**config.mk**
```make
export PLATFORM = sky130hd
export DESIGN_NAME = kmc_front
export DESIGN_NICKNAME = d
export VERILOG_FILES = /design/src/hdl/kmc_pkg.sv /design/src/hdl/kmc_fifo.sv /design/src/hdl/kmc_front.sv
export SDC_FILE = /design/constraint.sdc
export NUM_CORES = 1
export LEC_CHECK = 0
export ABC_AREA = 0
export BUFFER_PORTS_ARGS = -buffer_cell sky130_fd_sc_hd__buf_2
export CORE_MARGIN = 2
export CORE_UTILIZATION = 40
export DETAILED_ROUTE_END_ITERATION = 12
export PLACE_DENSITY = 0.6
export SYNTH_ARGS = -nofsm -noshare
export SYNTH_HDL_FRONTEND = slang
export SYNTH_SLANG_ARGS = --single-unit
```
**constraint.sdc**
```tcl
create_clock -name clk_i -period 4.8 [get_ports clk_i]
set_input_delay 0.72 -clock clk_i [delete_from_list [all_inputs] [get_ports clk_i]]
set_output_delay 0.72 -clock clk_i [all_outputs]
set_load 0.05 [all_outputs]
```
**src/hdl/kmc_pkg.sv**
```systemverilog
// Shared constants, types and state encodings for the k-means cluster block.
package kmc_pkg;

  localparam int NUM_CLUSTERS = 4;
  localparam int MAX_POINTS   = 1024;
  localparam int COORD_W      = 32;
  localparam int FRAC_W       = 16;
  localparam int IDX_W        = 4;
  localparam int PASS_W       = 8;
  localparam logic [PASS_W-1:0] PASS_RESET = 8'd10;
  localparam int QUEUE_DEPTH  = 2;
  localparam int DIST_W       = COORD_W + 2;

  typedef enum logic [1:0] {
    OP_LOAD     = 2'd0,
    OP_LOAD_RUN = 2'd1,
    OP_EVAL     = 2'd2
  } cmd_op_e;

  typedef struct packed {
    cmd_op_e            op;
    logic [COORD_W-1:0] x;
    logic [COORD_W-1:0] y;
  } cmd_t;

  typedef struct packed {
    logic [IDX_W-1:0] cluster_index;
    logic             train_done;
    logic             overflow;
  } res_t;

  typedef enum logic [3:0] {
    BK_IDLE  = 4'd0,
    BK_NEAR  = 4'd1,
    BK_ACC   = 4'd2,
    BK_PASS  = 4'd3,
    BK_LATCH = 4'd4,
    BK_UPD   = 4'd5,
    BK_DIVX  = 4'd6,
    BK_DIVY  = 4'd7,
    BK_DONE  = 4'd8
  } back_state_e;

endpackage

```
**src/hdl/kmc_fifo.sv**
```systemverilog
// Small first-in first-out queue built from flip-flops.
module kmc_fifo #(
  parameter int WIDTH = 1,
  parameter int DEPTH = kmc_pkg::QUEUE_DEPTH
) (
  input  logic             clk_i,
  input  logic             rst_ni,
  input  logic             push_i,
  input  logic [WIDTH-1:0] wdata_i,
  output logic             full_o,
  input  logic             pop_i,
  output logic [WIDTH-1:0] rdata_o,
  output logic             empty_o
);

  localparam int AW = (DEPTH > 1) ? $clog2(DEPTH) : 1;

  logic [WIDTH-1:0] mem_q [DEPTH];
  logic [AW-1:0]    wptr_q, rptr_q;
  logic [AW:0]      cnt_q;
  logic             do_push, do_pop;

  assign full_o  = (cnt_q == (AW+1)'(DEPTH));
  assign empty_o = (cnt_q == '0);
  assign do_push = push_i && !full_o;
  assign do_pop  = pop_i && !empty_o;
  assign rdata_o = mem_q[rptr_q];

  always_ff @(posedge clk_i) begin
    if (do_push) begin
      mem_q[wptr_q] <= wdata_i;
    end
  end

  always_ff @(posedge clk_i or negedge rst_ni) begin
    if (!rst_ni) begin
      wptr_q <= '0;
      rptr_q <= '0;
      cnt_q  <= '0;
    end else begin
      if (do_push) begin
        wptr_q <= (wptr_q == AW'(DEPTH - 1)) ? '0 : wptr_q + 1'b1;
      end
      if (do_pop) begin
        rptr_q <= (rptr_q == AW'(DEPTH - 1)) ? '0 : rptr_q + 1'b1;
      end
      if (do_push && !do_pop) begin
        cnt_q <= cnt_q + 1'b1;
      end else if (do_pop && !do_push) begin
        cnt_q <= cnt_q - 1'b1;
      end
    end
  end

endmodule

```
**src/hdl/kmc_front.sv**
```systemverilog
// Input side: classifies each incoming item and queues it as a command.
module kmc_front (
  input  logic                          clk_i,
  input  logic                          rst_ni,
  input  logic                          push,
  output logic                          full,
  input  logic                          req_type_i,
  input  logic [kmc_pkg::COORD_W-1:0]   x_coord_i,
  input  logic [kmc_pkg::COORD_W-1:0]   y_coord_i,
  input  logic                          last_i,
  output logic                          cmd_valid_o,
  output kmc_pkg::cmd_t                 cmd_o,
  input  logic                          cmd_pop_i
);

  kmc_pkg::cmd_t in_cmd;
  logic          cmd_empty;

  // The last flag only matters on a training point.
  always_comb begin
    in_cmd.x = x_coord_i;
    in_cmd.y = y_coord_i;
    if (req_type_i) begin
      in_cmd.op = kmc_pkg::OP_EVAL;
    end else if (last_i) begin
      in_cmd.op = kmc_pkg::OP_LOAD_RUN;
    end else begin
      in_cmd.op = kmc_pkg::OP_LOAD;
    end
  end

  kmc_fifo #(
    .WIDTH($bits(kmc_pkg::cmd_t)),
    .DEPTH(kmc_pkg::QUEUE_DEPTH)
  ) u_cmd_q (
    .clk_i   (clk_i),
    .rst_ni  (rst_ni),
    .push_i  (push),
    .wdata_i (in_cmd),
    .full_o  (full),
    .pop_i   (cmd_pop_i),
    .rdata_o (cmd_o),
    .empty_o (cmd_empty)
  );

  assign cmd_valid_o = !cmd_empty;

endmodule

```
After elaboration in Yosys (flattened, before gate mapping). Memory sizes are Yosys's and may differ from the RTL's. Cells that the tools add are included.

Add/subtract/negate cells: 4. Equality and inequality tests: 1. Muxes and demuxes: 8. Reduce and logical (&&, ||, !) cells: 10.

Operators with widths (number): 2-bit two-way mux (3); 1-bit two-way mux (5); 1-bit logical AND (4); 1-bit zero test (4); 1-bit adder, second input constant (2); 2-bit by 1-bit adder with 2-bit output, second input constant (1); 2-bit equality test, second input constant (1); 2-bit zero test (1); 2-bit nonzero test (1); 2-bit by 1-bit subtractor with 2-bit output, second input constant (1).

Flip-flop bits (word level): 4. Memory bits (writable): 132. Input bits: 70. Output and inout bits: 68. Logic and storage cells: 27. Memories kept: 1.

Memory list: u_cmd_q.mem_q (words 2, width 66, read ports 1, clocked after Yosys merged registers in 0, wr ports 1, RTL line kmc_fifo.sv:18) `logic [WIDTH-1:0] mem_q [DEPTH];`.

Depth between registers and ports, before layout.
Word-level depth: 7. Gate-level depth with buffers: 7. Mapped depth without buffers: 7.

Hierarchy. Synthesis repeated with hierarchy kept, for this count alone.

Cells, all modules: 226. Area, all modules: 5089.9 µm².

By module, submodules not included: kmc_fifo (instances 1, cells an instance 224, area an instance 5072.4 µm², seq. area each 4063.9 µm²); kmc_front (instances 1, cells an instance 2, area an instance 17.5 µm², seq. area each 0.0 µm²).

Worst setup path after synthesis. OpenSTA, ideal clock, no wires.

Path type: input-to-reg. Start point: in push. End point: mem u_cmd_q.mem_q[0][0] (netlist bit) (enable). Library setup time: 0.490 ns. Data arrival time: 3.567 ns. Required time: 4.310 ns. Setup slack: 0.742 ns. Stages: 2. Path buffers: 0. Path through: nand2_1 -> nor2_1.

Cells in the longest elaborated chain, start to end: 3.

RTL lines: from (decl) (RTL line kmc_front.sv:5) `input logic push,`; 1-bit logical AND (RTL line kmc_fifo.sv:25) `assign do_push = push_i && !full_o;`; 1-bit two-way mux (RTL line kmc_fifo.sv:30) `if (do_push) begin`; 1-bit two-way mux (implied by the code) (RTL line kmc_fifo.sv:31) `mem_q[wptr_q] <= wdata_i;`; to (decl) (RTL line kmc_fifo.sv:18).

Every way passes these cells.

==> results.txt <==
Status: finished, final reports clean
Sink Count: 136
Setup TNS: 0 ns
Die Y: 117 um
Detailed Place HPWL: 5170 um
Area grow syn2layout: 26.7%
PwrDens: 735 mW/mm^2
Arrival time worst endpoint: 2.25 ns
Buffers on Ports: 137
ANT cells: 0
Tmin final: 2.97 ns
Die W: 117 um
Fin Hold WS: 0.118 ns
Clock latency on the worst-skew pair: 0.40 ns
RSZ-0062 raised after global routing: no
Sequential area share after synthesis: 80.0%
Total GRT Usage: 13.1%
Mapped Cells: 225
Clk_skew: 0.00374 ns
CP Class: flip-flop to primary output
Drt wl/cell: 15.3 um
Longest Clk Path Bufs: 2
CTS tree: done
CTS buffer count: 17
Routed WL: 8560 um
# H-tree levels: 4
Routability cong.: 0.670
Total grt overflow: 0
Setup Fix Bufs, Post-CTS: 0
Placed cell count: 529
Worst path slowest cell: dfrtp_4
# IOs: 138
Root buf cell: clkbuf_16
Worst vdd ir: 0.334 mV
DRC violations left: 0
Post-CTS Hold Buffers: 0
Yosys cell types: 17
Total of warnings raised by yosys: 0
Synthesized area: 0.00508 sq mm
Routed vias: 2517
DRT iter0 DRCs: 114
Area leader, netlist: edfxtp_1
Nets: 447
Design area: 0.00644 sq mm
Clk slew on worst S/H paths: 0.05 ns
Core ar.: 0.0125 sq mm
Share of cells above drive strength 1: 58.8%
Hold WC Path Type: primary input to async pin
CP Cell Sequence: mux2_2 -> buf_2
Largest net degree at the start of global routing: 68
Syn nets: 296
Register bit total from synthesis: 136
Fmax: 0.336 GHz
Synth top area cells: edfxtp_1, mux2_4, mux2_2
Fin crit share: 62.0%
Startpoint Class: flip-flop
Max Cap Viol: 0
Worst EP required: 4.08 ns
Antenna-violating nets left: 0
Worst Setup End Kind: primary output
Worst slew pin tran: 1.09 ns
Final Hold Fails: 0
Critical path peak fanout: 67
Slew Limit Fails: 0
Slowest Stage Delay on Critical Path: 1.13 ns
Syn Area/Cell: 22.6 sq um
Setup Viol. Count Final: 0
Cell Rows: 41
CTS resizes: 0
Via density: 4.49
Pleak: 2.50 nW
Initial core utilization: 40.6%
Global-route wire length before repair: 12700 um
Vias in the first global route: 2605
Fin cells: 560
Placed cell area: 0.00596 sq mm
Die ar.: 0.0136 sq mm
First drt pass iteration count: 4
Yosys top cell area share: 78.0%
Initial antenna violation count: 0
Relative slew slack: 27.3%
-- synth_stat cells, drive strengths merged --
cell,instances
edfxtp,132
mux2,66
buf,7
dfrtp,4
xnor2,3
inv,2
nand2,2
nor2,2
xor2,2
and3,1
ha,1
nand2b,1
nor2b,1
or2,1
-- flip-flops by register name, summed over array words and instances, names as in the netlist --
register,flops
u_cmd_q.cnt_q,2
u_cmd_q.mem_q,132
u_cmd_q.rptr_q,1
u_cmd_q.wptr_q,1
-- worst max-delay path: cells and delay by family, from the launching register on --
kind,cells,cell delay (ns)
flip-flops,1,1.13
buffers and inverters,1,0.22
multiplexers,1,0.45
-- metrics by stage --
step,worst slack [ns],utilization [%],total power [mW]
CTS,1.78,51.4,4.80
floorplan,0.742,-,3.35
global route,1.72,51.4,4.95
global placement,2.23,47.6,3.71
detailed placement,2.23,47.6,3.73
finish,1.83,51.4,4.73
-- per-layer routing --
| layer | GRT usage [%] | part of all wire (%) |
|---|---|---|
| met1 | 15.0 | 41 |
| met5 | 0 | 0 |
| met4 | 6.59 | 1.8 |
| met3 | 6.18 | 8.4 |
| met2 | 20.6 | 49 |
-- layout make-up --
| type | count | area (sq um) |
|---|---|---|
| clock buffers | 23 | 448 |
| clock inverters | 8 | 32.5 |
| fillers | 1076 | 6080 |
| inverters | 2 | 7.51 |
| multi-input cells | 80 | 965 |
| flip-flops and latches | 136 | 4070 |
| well taps | 172 | 215 |
| repair buffers | 139 | 701 |
-- final timing paths --
kind,from,end,slack [ns],depth (start not counted)
worst max-delay path,u_cmd_q.rptr_q,cmd_o[53],1.83,2
worst min-delay path,rst_ni,u_cmd_q.cnt_q[1],0.12,1
worst max register to register,u_cmd_q.cnt_q[0],u_cmd_q.mem_q[1][21],2.99,2
worst min register to register,u_cmd_q.cnt_q[1],u_cmd_q.cnt_q[1],0.49,1
max in group asynchronous,rst_ni,u_cmd_q.rptr_q,4.53,1
min in group clk_i,u_cmd_q.cnt_q[1],u_cmd_q.cnt_q[1],0.49,1
-- kinds of logic (layout without fill, tap and decap cells) --
group         Yosys count  in the layout  share of synthesized area [%]
xor+xnor                5              5                          0.862
mux                    66             66                           16.8
buf+inv                 9            172                           1.26
fa+ha+maj               1              1                          0.246
flops                 136            136                           80.0
simple gates            8              8                          0.789
-- report_power, final --
part	leakage, nW	switching (mW)	internal, mW	total [mW]
sequential	1.27	0.197	1.63	1.83
combinational	0.997	1.27	0.575	1.84
clock	0.234	0.421	0.642	1.06
total	2.50	1.88	2.85	4.73
-- placed cells by master, fill, tap and decap left out, types with 3 or more instances in the layout --
cell,synthesis,layout
buf_2,3,137
edfxtp_1,132,132
mux2_2,36,36
mux2_4,30,30
clkbuf_16,0,17
clkinv_1,0,6
clkbuf_1,0,6
xnor2_1,3,3
dfrtp_1,4,3
Power figures use the tool's default switching activity.
