$ cat config.mk
export PLATFORM = sky130hd
export DESIGN_NAME = kmc_fifo
export DESIGN_NICKNAME = d
export VERILOG_FILES = /design/src/hdl/kmc_pkg.sv /design/src/hdl/kmc_fifo.sv
export SDC_FILE = /design/constraint.sdc
export NUM_CORES = 1
export LEC_CHECK = 0
export BUFFER_PORTS_ARGS = -buffer_cell sky130_fd_sc_hd__buf_2
export CAP_MARGIN = 10
export CORE_AREA = 3 3 40 42
export CTS_CLUSTER_DIAMETER = 200
export DETAILED_ROUTE_END_ITERATION = 12
export DIE_AREA = 0 0 43 45
export PLACE_DENSITY = 0.5
export SYNTH_ARGS = -nofsm -noshare
export SYNTH_HDL_FRONTEND = slang
export SYNTH_SLANG_ARGS = --single-unit
$ cat constraint.sdc
create_clock -name clk_i -period 1.55 [get_ports clk_i]
set_input_delay 0.2325 -clock clk_i [delete_from_list [all_inputs] [get_ports clk_i]]
set_output_delay 0.2325 -clock clk_i [all_outputs]
set_load 0.02 [all_outputs]
$ cat src/hdl/kmc_pkg.sv
// Shared constants, types and state encodings for the k-means cluster block.
package kmc_pkg;

  localparam int NUM_CLUSTERS = 4;
  localparam int MAX_POINTS   = 1024;
  localparam int COORD_W      = 32;
  localparam int FRAC_W       = 16;
  localparam int IDX_W        = 4;
  localparam int PASS_W       = 8;
  localparam logic [PASS_W-1:0] PASS_RESET = 8'd10;
  localparam int QUEUE_DEPTH  = 2;
  localparam int DIST_W       = COORD_W + 2;

  typedef enum logic [1:0] {
    OP_LOAD     = 2'd0,
    OP_LOAD_RUN = 2'd1,
    OP_EVAL     = 2'd2
  } cmd_op_e;

  typedef struct packed {
    cmd_op_e            op;
    logic [COORD_W-1:0] x;
    logic [COORD_W-1:0] y;
  } cmd_t;

  typedef struct packed {
    logic [IDX_W-1:0] cluster_index;
    logic             train_done;
    logic             overflow;
  } res_t;

  typedef enum logic [3:0] {
    BK_IDLE  = 4'd0,
    BK_NEAR  = 4'd1,
    BK_ACC   = 4'd2,
    BK_PASS  = 4'd3,
    BK_LATCH = 4'd4,
    BK_UPD   = 4'd5,
    BK_DIVX  = 4'd6,
    BK_DIVY  = 4'd7,
    BK_DONE  = 4'd8
  } back_state_e;

endpackage

$ cat src/hdl/kmc_fifo.sv
// Small first-in first-out queue built from flip-flops.
module kmc_fifo #(
  parameter int WIDTH = 1,
  parameter int DEPTH = kmc_pkg::QUEUE_DEPTH
) (
  input  logic             clk_i,
  input  logic             rst_ni,
  input  logic             push_i,
  input  logic [WIDTH-1:0] wdata_i,
  output logic             full_o,
  input  logic             pop_i,
  output logic [WIDTH-1:0] rdata_o,
  output logic             empty_o
);

  localparam int AW = (DEPTH > 1) ? $clog2(DEPTH) : 1;

  logic [WIDTH-1:0] mem_q [DEPTH];
  logic [AW-1:0]    wptr_q, rptr_q;
  logic [AW:0]      cnt_q;
  logic             do_push, do_pop;

  assign full_o  = (cnt_q == (AW+1)'(DEPTH));
  assign empty_o = (cnt_q == '0);
  assign do_push = push_i && !full_o;
  assign do_pop  = pop_i && !empty_o;
  assign rdata_o = mem_q[rptr_q];

  always_ff @(posedge clk_i) begin
    if (do_push) begin
      mem_q[wptr_q] <= wdata_i;
    end
  end

  always_ff @(posedge clk_i or negedge rst_ni) begin
    if (!rst_ni) begin
      wptr_q <= '0;
      rptr_q <= '0;
      cnt_q  <= '0;
    end else begin
      if (do_push) begin
        wptr_q <= (wptr_q == AW'(DEPTH - 1)) ? '0 : wptr_q + 1'b1;
      end
      if (do_pop) begin
        rptr_q <= (rptr_q == AW'(DEPTH - 1)) ? '0 : rptr_q + 1'b1;
      end
      if (do_push && !do_pop) begin
        cnt_q <= cnt_q + 1'b1;
      end else if (do_pop && !do_push) begin
        cnt_q <= cnt_q - 1'b1;
      end
    end
  end

endmodule

; ---- Word level (Yosys, flattened, before mapping)
; Memory sizes are Yosys's and may differ from the RTL's.
; Index checks and enable logic that the tools add are counted.
[classes]
addsub = 4
multipliers = 0
div = 0
order_cmp = 0
n_eq_ne = 1
n_shift = 0
n_mux = 6
bitwise_logic = 0
n_reduce_logical = 10
[op_table]
columns = cell, count
row1 = $logic_and A1 B1 Y1, 4
row2 = $logic_not A1 Y1, 4
row3 = $mux W1, 4
row4 = $mux W2, 2
row5 = $add A1 B1 Y1 const B, 2
row6 = $add A2 B1 Y2 const B, 1
row7 = $eq A2 B2 Y1 const B, 1
row8 = $logic_not A2 Y1, 1
row9 = $reduce_bool A2 Y1, 1
row10 = $sub A2 B1 Y2 const B, 1
[totals]
reg_bits = 4
latchBits = 0
mem_bits_rw = 2
mem_bits_ro = 0
input_bits = 5
output_inout_bits = 3
word_cells = 25
mem_count = 1
[memory_table]
columns = name, depth, width, read_ports, rd_ports_with_merged_regs, wr, line
row1 = mem_q, 2, 1, 1, 0, 1, kmc_fifo.sv:18  ; logic [WIDTH-1:0] mem_q [DEPTH];

; ---- Longest topological paths before layout
; Gate-level depths: netlist of run 1.
[logic_depth]
word_depth = 7
depth_mapped = 7
ltp_nobuf = 7

; ---- Least setup slack after synthesis of run 1
; OpenSTA, ideal clock, no wires.
[synth_timing]
kind = reg2reg
startpoint = register cnt_q[0]
endpoint = register cnt_q[1]
setup_ns = 0.079
arrival_ns = 1.282
t_required_ns = 1.471
slack_ns = 0.189
path_stages_with_launch = 7
path_buffers = 0
synth_period_minus_slack_ns = 1.361
cell_sequence = dfrtp_1 -> nand2b_1 -> nand2_1 -> inv_1 -> ha_1 -> nor2_1 -> xor2_1
[synth_between]
elab_chain_len = 6
word_cells_on_any_way = 15
cone_classes = 2 x add/sub / 1 x eq/ne / 2 x mux / 10 x reduce/logical
[synth_rtl]
columns = item, line
row1 = start: declaration, kmc_fifo.sv:20  ; logic [AW:0] cnt_q;
row2 = start signal: assignment, kmc_fifo.sv:48  ; cnt_q <= cnt_q + 1'b1;
row3 = start signal: assignment, kmc_fifo.sv:50  ; cnt_q <= cnt_q - 1'b1;
row4 = $eq A2 B2 Y1 or $logic_not A2 Y1 (tied branches), "kmc_fifo.sv:23, kmc_fifo.sv:24"
row5 = $logic_not A1 Y1 (on tied branches), "kmc_fifo.sv:25, kmc_fifo.sv:26"
row6 = $logic_and A1 B1 Y1 (on tied branches), "kmc_fifo.sv:25, kmc_fifo.sv:26"
row7 = $logic_not A1 Y1 (on tied branches), "kmc_fifo.sv:49, kmc_fifo.sv:47"
row8 = $logic_and A1 B1 Y1 (on tied branches), "kmc_fifo.sv:49, kmc_fifo.sv:47"
row9 = $reduce_bool A2 Y1 (no source line) or $mux W2 (tied branches), -
; Several ways; a longest one is shown, not always the timed one. The select of a mux whose other input is x is not followed.
; A chain may end at the register's enable or synchronous reset.

; ---- Final worst setup path of run 1
; Same ends and word-level chain as after synthesis.

==> run metrics, run 1 <==
synthesized instance count=22; hold_ws=185.9 ps; GRT busiest layer=met2; Slew HR=84.90%; Crit. End Element=flop; Layout fillers=135; Tot Pwr=0.0007830 W; share of cells above drive strength 1=37.14%; Root Driver=clkbuf_4; Initial Util=20.84%; row count=13; worst slew pin tran=225.0 ps; worst clock skew=7.263 ps; Synth Net Count=28; Max rail drop VDD=0.0009896 V; PD cells=2128 nW/um2; Post-Syn Area=267.8 um2; commonest non-fill, non-tap cell in the layout=buf_2; crit-path max FO=3; register area share after synthesis=59.81%; HP Class=primary input to flop; DR vias=199; CP arrival=1570 ps; die span in x=43 um; Tmin final=1407 ps; global placer's final weighted congestion=0.7001; CTS Buffer Depth=2; clock sink total=6; DR vias/cell=3.980; RSZ-0062 raised after global routing=no; Seq cells post-synth=6; pin count of the biggest net entering global routing=5; Ports=8; M1 GR Usage=8.128%; fin. max-slew vios=0; worst r2r src=cnt_q[0]; hold path depth=1; Sum Neg Setup Slack=0 ps; Synth Area per Inst=12.17 um2; Nets=42; first-iteration detailed-routing DRC count=6; htree depth=1; Lkg Pwr=0.1791 nW; final setup violation count=0; Synth-to-Final Area Change=37.38%; met3 Use GR=5.976%; die area=1935 um2; critical path launch point=cnt_q[0]; Clk pin slew, worst setup/hold paths=50 ps; max-cap violations=0; most frequent cells in the layout=buf_2, dfrtp_1, nor2_1, xnor2_1, clkbuf_4; DRC viols=0; TritonCTS clock tree=yes; total gr overflow=0; Max Clk Rate=710.8 MHz; dpl hpwl=414.6 um; n_diodes=0; Final Hold Violating Endpoints=0; first-pass GRT wire length=931 um; iteration count of the initial detailed-routing pass=2; grt met2 use=10.48%; outcome=complete, no violations; FF-to-FF End=cnt_q[1]; vias in the first global route=210; Global Route Usage Sum=7.215%; number of port buffers=7; Yosys cell types=12; WL/cell=10.66 um; Die Span Y=45 um; Worst Path Required=1710 ps; R2R depth=6; reg-to-reg slack, setup=140 ps; Crit Path Category=flop to flop; clk_lat worst skew=250 ps; fin crit share=90.77%; initial antenna violation count=0; CTS buffer count=3; Routed Antenna Nets=0; Warnings, synthesis=0; Startpoint Class=flop; crit path capture=cnt_q[1]; Core Area=1285 um2; drt total wl=533 um
==> layout make-up <==
class / count / area (um2) / share of cell area [%]
inverter: 2 / 7.507 / 2.041
multi-input combinational: 14 / 102.6 / 27.89
clock buffer: 4 / 26.28 / 7.143
tap: 15 / 18.77 / 5.102
timing repair buffer: 9 / 52.55 / 14.29
sequential: 6 / 160.2 / 43.54
==> cells by family (layout without fill, tap and decap cells) <==
kind of cell	Yosys count	count (layout)	synth area share, %
AOI/OAI and AO/OA	1	1	1.867
xor gates and xnor gates	5	5	16.36
adders and majority gates	1	1	4.672
buffers and inverters	2	15	2.805
DFF	6	6	59.82
muxes	1	1	4.205
and+or+nand+nor	6	6	10.28
==> worst min path at each step <==
stage	endpoint	from	slack (ps)
after floorplan	cnt_q[0]	rst_ni	-60
after global placement	rptr_q	rst_ni	40
after detailed placement	wptr_q	rst_ni	40
after CTS	mem_q[1]	wdata_i	180
after global routing	mem_q[1]	wdata_i	170
final	mem_q[1]	wdata_i	190
==> through the flow <==
stage	instance area (um2)	setup slack, ps	instances	util, %
after floorplan	267.8	189.2	22	-
after global placement	329.1	194.4	45	25.61
after detailed placement	329.1	123.1	45	25.61
after CTS	365.4	93.15	50	28.43
after global routing	367.9	15.30	50	28.63
final	367.9	143.1	50	28.63
==> critical path, cell delays in order (launching register included) <==
cell and delay, ps:
dfrtp_1 370, nand2b_1 190, nand2_2 120, inv_1 50
ha_1 300, nor2_1 140, xor2_1 170
==> report_power, final <==
group          internal, W  switching [W]
Combinational     0.000161       0.000177
Sequential        0.000238      0.0000483
Clock            0.0000978      0.0000609
==> sequential cells by signal (all words and copies together) (netlist names) <==
name	count
mem_q	2
wptr_q	1
cnt_q	2
rptr_q	1
==> synthesized netlist by cell type <==
cell type  instances  share of area, %
xnor2_1            3               9.8
dfrtp_1            4                37
and3_1             1               2.3
xor2_1             2               6.5
edfxtp_1           2                22
inv_1              2               2.8
ha_1               1               4.7
mux2_2             1               4.2
nand2b_1           1               2.3
nand2_1            1               1.4
o21ai_1            1               1.9
nor2_1             3               4.2
==> routing by layer <==
layer | part of all wire, % | routed length, um | vias to the layer above
met2 | 42 | 223 | 12
li1 | - | - | 97
met1 | 46 | 246 | 90
met3 | 12 | 63 | 0
met4 | 0 | 0 | 0
met5 | 0 | 0 | -
==> repair_timing <==
| item | CTS | global route |
|---|---|---|
| resized for setup | 0 | 1 |
| endpoints found under the setup margin | 0 | 1 |
| setup buffers | 0 | 0 |
| hold endpoints to repair | 4 | 0 |
| hold buffers | 1 | 0 |
Power figures use the tool's default switching activity.
==> run 2, diff against run 1 <==
Settings changed: CTS_BUF_LIST set to sky130_fd_sc_hd__clkbuf_8.
==> run metrics, run 2 (synthesis results as in run 1) <==
outcome=complete, no violations; first-iteration detailed-routing DRC count=5 (-1); Global Route Usage Sum=7.215% (unchanged); RSZ-0062 raised after global routing=no; drt total wl=548 um (+2.8%); clock sink total=6 (unchanged); n_diodes=0 (unchanged); Crit. End Element=flop; Core Area=1285 um2 (unchanged); max-cap violations=0 (unchanged); PD cells=2243 nW/um2 (+5.4%); worst clock skew=4.727 ps (-2.536 ps); combinational fraction of design power=39.1% (-4.1 points); Largest regs=cnt_q (2), mem_q (2); switch share=34.33% (-2.3 points); Tot Pwr=0.0008671 W (+11%); number of port buffers=7 (unchanged); Die Span Y=45 um (unchanged); critical path launch point=cnt_q[0]; Tmin final=1407 ps (-0.2360 ps); R2R depth=5 (-1); hold path depth=1 (unchanged); TritonCTS clock tree=yes; CP arrival=1540 ps (-30 ps); final setup violation count=0 (unchanged); initial antenna violation count=0 (unchanged); Max rail drop VDD=0.001007 V (+1.8%); worst r2r src=cnt_q[0]; vias in the first global route=221 (+5.2%); Initial Util=20.84% (unchanged); Final Hold Violating Endpoints=0 (unchanged); Internal=0.0005695 W (+15%); fin crit share=90.75% (about the same); Slew HR=84.46% (-0.44 points); DR vias/cell=4.020 (+1.0%); DRC viols=0 (unchanged); Nets=42 (unchanged); multi-input combinational cell area=102.6 um2 (unchanged); crit-path max FO=4 (+1); die span in x=43 um (unchanged); row count=13 (unchanged); Root Driver=clkbuf_8; first-pass GRT wire length=966 um (+3.8%); Max Clk Rate=710.9 MHz (about the same); die area=1935 um2 (unchanged); FF-to-FF End=cnt_q[1]; iteration count of the initial detailed-routing pass=4 (+2); share of cells above drive strength 1=37.14% (unchanged); Worst Path Required=1690 ps (-20 ps); Startpoint Class=flop; total gr overflow=0 (unchanged); Synth-to-Final Area Change=44.39%; Crit Path Category=flop to flop; Layout fillers=132 (-2.2%); FF/Latch Area=160.2 um2 (unchanged); worst slew pin tran=231.5 ps (+6.574 ps); Lkg Pwr=0.1910 nW (+6.7%); DR vias=201 (+1.0%); most frequent cells in the layout=buf_2, dfrtp_1; fin area=386.6 um2 (+5.1%); WL/cell=10.96 um (+2.8%); CTS Buffer Depth=2 (unchanged); reg-to-reg slack, setup=140 ps (about the same); Clk pin slew, worst setup/hold paths=40 ps (about the same); Clk pwr share=27.7% (+7.4 points); HP Class=primary input to flop; htree depth=1 (unchanged); crit path capture=cnt_q[1]; Sequential Power Share=33.2% (-3.4 points); Ports=8 (unchanged); clk_lat worst skew=220 ps (-30 ps); dpl hpwl=414.6 um (unchanged); DP Area=329.1 um2 (unchanged); fin. max-slew vios=0 (unchanged); Sum Neg Setup Slack=0 ps (unchanged); pin count of the biggest net entering global routing=5 (unchanged); Routed Antenna Nets=0 (unchanged); hold_ws=210.8 ps (+24.92 ps); global placer's final weighted congestion=0.7001 (unchanged); P_sw=0.0002977 W (+3.9%); CTS buffer count=3 (unchanged); commonest non-fill, non-tap cell in the layout=buf_2
run 2: metrics by stage:
stage / setup WS (ps) / cells / util, %
floorplan: 189.2 / 22 / -
global placement: 194.4 / 45 / 25.61
detailed placement: 123.1 / 45 / 25.61
CTS: 95.34 / 50 / 29.89
global route: 6.914 / 50 / 30.09
finish: 143.3 / 50 / 30.09
run 2: area by class of cell:
cell class | count | share of cell area, %
sequential | 6 | 41.42
inverter | 2 | 1.942
clock buffer | 3 | 10.68
clock inverter | 1 | 0.9709
timing repair buffer | 9 | 13.59
multi-input combinational | 14 | 26.54
tap | 15 | 4.854
run 2: how the worst min path moves through the flow:
stage / from / endpoint
finish: wdata_i / mem_q[1]
global route: wdata_i / mem_q[1]
CTS: wdata_i / mem_q[1]
detailed placement: rst_ni / wptr_q
global placement: rst_ni / rptr_q
floorplan: rst_ni / cnt_q[0]
run 2: layer usage:
| metal | vias up | share of wire (%) | track usage (%) |
|---|---|---|---|
| met4 | 0 | 0 | 1.807 |
| met3 | 0 | 11 | 4.781 |
| met5 | - | 0 | 0 |
| li1 | 97 | - | - |
| met2 | 12 | 44 | 11.38 |
| met1 | 92 | 45 | 8.128 |
run 2: what timing repair did:
action / 4_1_cts / 5_1_grt
setup buffers: 0 / 0
endpoints found under the setup margin: 0 / 1
gates resized for setup: 0 / 1
hold endpoints to repair: 4 / 0
hold buffers: 1 / 0
run 2: critical path, cell delays in order (launching register included):
cell and delay, ps:
dfrtp_1 360, buf_4 150, o21ai_1 210, ha_1 300, nor2_1 140, xor2_1 170
run 2: power by group through the flow:
stage               Clock, W  Sequential (W)  Combinational [W]
finish              0.000240        0.000288           0.000339
detailed placement         0        0.000288           0.000337
floorplan                  0        0.000289           0.000232
global placement           0        0.000282           0.000319
CTS                 0.000247        0.000288           0.000343
global route        0.000257        0.000300           0.000381
==> run 3, diff against run 2 <==
Settings changed: ABC_AREA set to 1, PLACE_DENSITY 0.5 to 0.53.
==> run metrics, run 3 <==
Warnings, synthesis=0 (unchanged); CP max stage cell=dfrtp_1; PD cells=2103 nW/um2 (-6.2%); hold endpoint=mem_q[1]; Largest regs=cnt_q (2), mem_q (2); clock sink total=6 (unchanged); Max Clk Rate=729.0 MHz (+2.5%); register area share after synthesis=52.46% (-7.4 points); Root Driver=clkbuf_8; Initial Util=23.76% (+2.9 points); number of port buffers=7 (unchanged); placed cell count=59 (+31%); commonest non-fill, non-tap cell in the layout=nand2_1; synthesized instance count=37 (+68%); hold path depth=1 (unchanged); initial antenna violation count=0 (unchanged); most numerous cell in the Yosys netlist=nand2_1; FF-to-FF End=cnt_q[1]; Synth Net Count=43 (+54%); CTS buffer count=3 (unchanged); fin. max-slew vios=0 (unchanged); total gr overflow=0 (unchanged); first-pass GRT wire length=972 um (+0.62%); multi-input combinational cell area=115.1 um2 (+12%); global placer's final weighted congestion=0.6405 (-8.5%); crit-path cells=o21ai_0, ha_1, inv_1, nand3_1, nand2_1, nand2_1; DR vias=256 (+27%); TritonCTS clock tree=yes; pin count of the biggest net entering global routing=8 (+3); Synth-to-Final Area Change=35.66%; Nets=56 (+33%); share of cells above drive strength 1=24.49% (-13 points); Slew HR=82.50% (-2.0 points); Final Hold Violating Endpoints=0 (unchanged); drt total wl=531 um (-3.1%); Yosys top cell by area=dfrtp_1; max-cap violations=0 (unchanged); final setup violation count=0 (unchanged); Crit Path Category=flop to flop; Core Area=1285 um2 (unchanged); Global Route Usage Sum=7.053% (-0.16 points); DR vias/cell=4.000 (-0.50%); Synth Area per Inst=8.251 um2 (-32%); Startpoint Class=flop; FF/Latch Area=160.2 um2 (unchanged); Layout fillers=140 (+6.1%); htree depth=1 (unchanged); Yosys top cell area share=32.79% (-4.6 points); R2R depth=6 (+1); die span in x=43 um (unchanged); Post-Syn Area=305.3 um2 (+14%); WL/cell=8.297 um (-24%); CP arrival=1480 ps (-60 ps); vias in the first global route=277 (+25%); Seq cells post-synth=6 (unchanged); row count=13 (unchanged); Ports=8 (unchanged); Worst Path Required=1650 ps (-40 ps); Finished Layout Cells=64 (+28%); fin crit share=88.50% (-2.3 points); hold path start=wdata_i; RSZ-0062 raised after global routing=no; worst r2r src=cnt_q[0]; clk_lat worst skew=220 ps (about the same); first-iteration detailed-routing DRC count=4 (-1); Routed Antenna Nets=0 (unchanged); Main synth FF type=dfrtp_1; die area=1935 um2 (unchanged); HP Class=primary input to flop; worst clock skew=1.974 ps (-2.753 ps); Crit. End Element=flop; most frequent CP cell=nand2_1; Post-synth EDFFs=2 (unchanged); Synth async-reset ratio=66.67% (unchanged); Tmin final=1372 ps (-34.97 ps); Yosys cell types=12 (unchanged); Synth area leaders=dfrtp_1, edfxtp_1, nand2_1; DRC viols=0 (unchanged); dpl hpwl=431.9 um (+4.2%); reg-to-reg slack, setup=180 ps (+30 ps); most frequent cells in the layout=nand2_1, inv_1, buf_2; worst slew pin tran=259.7 ps (+28.19 ps); iteration count of the initial detailed-routing pass=4 (unchanged); outcome=complete, no violations; Max rail drop VDD=0.0003459 V (-66%); Sum Neg Setup Slack=0 ps (unchanged); Clk pin slew, worst setup/hold paths=40 ps (about the same); crit-path max cell delay=450 ps (+90 ps); crit-path max FO=7 (+3); post-CTS setup buffers=0 (unchanged); CTS Buffer Depth=2 (unchanged); Die Span Y=45 um (unchanged); Lkg Pwr=0.2283 nW (+20%); Post-synth top cells=nand2_1, inv_1, dfrtp_1; n_diodes=0 (unchanged)
-- run 3: cell count changes in the layout (fill, tap and decap cells not counted), moves of 2 or more --
cell and change:
nor2_2 +2, xor2_1 -2, inv_1 +6, xnor2_1 -2, o21ai_0 +2, nand2_1 +12
-- run 3: where the power goes --
part	switching [W]	leakage, nW	total [W]	internal [W]
registers	0.0000561	0.0665	0.000291	0.000235
clock network	0.0000671	0.0269	0.000237	0.000170
logic	0.000211	0.135	0.000343	0.000132
-- run 3: worst max path at each step --
stage	from	end	slack (ps)	cells after the start
6_report	cnt_q[0]	cnt_q[1]	180	6
5_1_grt	cnt_q[0]	cnt_q[1]	10	6
4_1_cts	cnt_q[0]	cnt_q[1]	160	6
3_5_place_dp	cnt_q[0]	cnt_q[1]	170	6
3_3_place_gp	cnt_q[0]	cnt_q[1]	180	6
2_1_floorplan	cnt_q[0]	cnt_q[1]	150	7
-- run 3: cells by family (layout without fill, tap and decap cells) --
family          Yosys count  in the layout  share of synthesized area, %
flops                     6              6                         52.46
compound gates            2              2                         3.279
xor+xnor                  1              1                         2.869
fa+ha+maj                 1              1                         4.098
buf+inv                   8             20                         9.836
simple gates             19             19                         27.46
-- run 3: critical path: cells and delay by family (launching register included) --
family / cells / cell delay [ps]
adders and majority gates: 1 / 290
buffers and inverters: 1 / 90
and+or+nand+nor: 3 / 190
AOI/OAI and AO/OA: 1 / 250
DFF: 1 / 450
-- run 3: final cells by class --
class                           count  share of cell area [%]
Tap cell                           15                   4.532
Timing Repair Buffer                8                   10.88
Clock buffer                        3                   9.970
Sequential cell                     6                   38.67
Multi-Input combinational cell     23                   27.79
Clock inverter                      1                  0.9063
Inverter                            8                   7.251
-- run 3: timing repair --
action,in CTS,in global routing
hold endpoints to repair,4,0
gates resized for setup,0,0
hold buffers,1,0
-- run 3: metrics by stage --
step                      area (um2)  power (W)  setup slack [ps]  hold slack [ps]  utilization [%]
after global routing           414.1  0.0009576             11.74            203.8            32.23
after floorplan                305.3  0.0005448             151.0           -63.09                -
after global placement         359.1  0.0006312             175.5            42.67            27.95
final                          414.1  0.0008711             178.3            201.2            32.23
after detailed placement       359.1  0.0006424             168.5            43.55            27.95
after CTS                      414.1  0.0008889             156.5            198.4            32.23
-- run 3: metal layers --
layer	GRT usage, %	wire [um]
met2	12.57	288
met1	6.667	225
met5	0	0
met3	1.195	17
met4	7.229	0
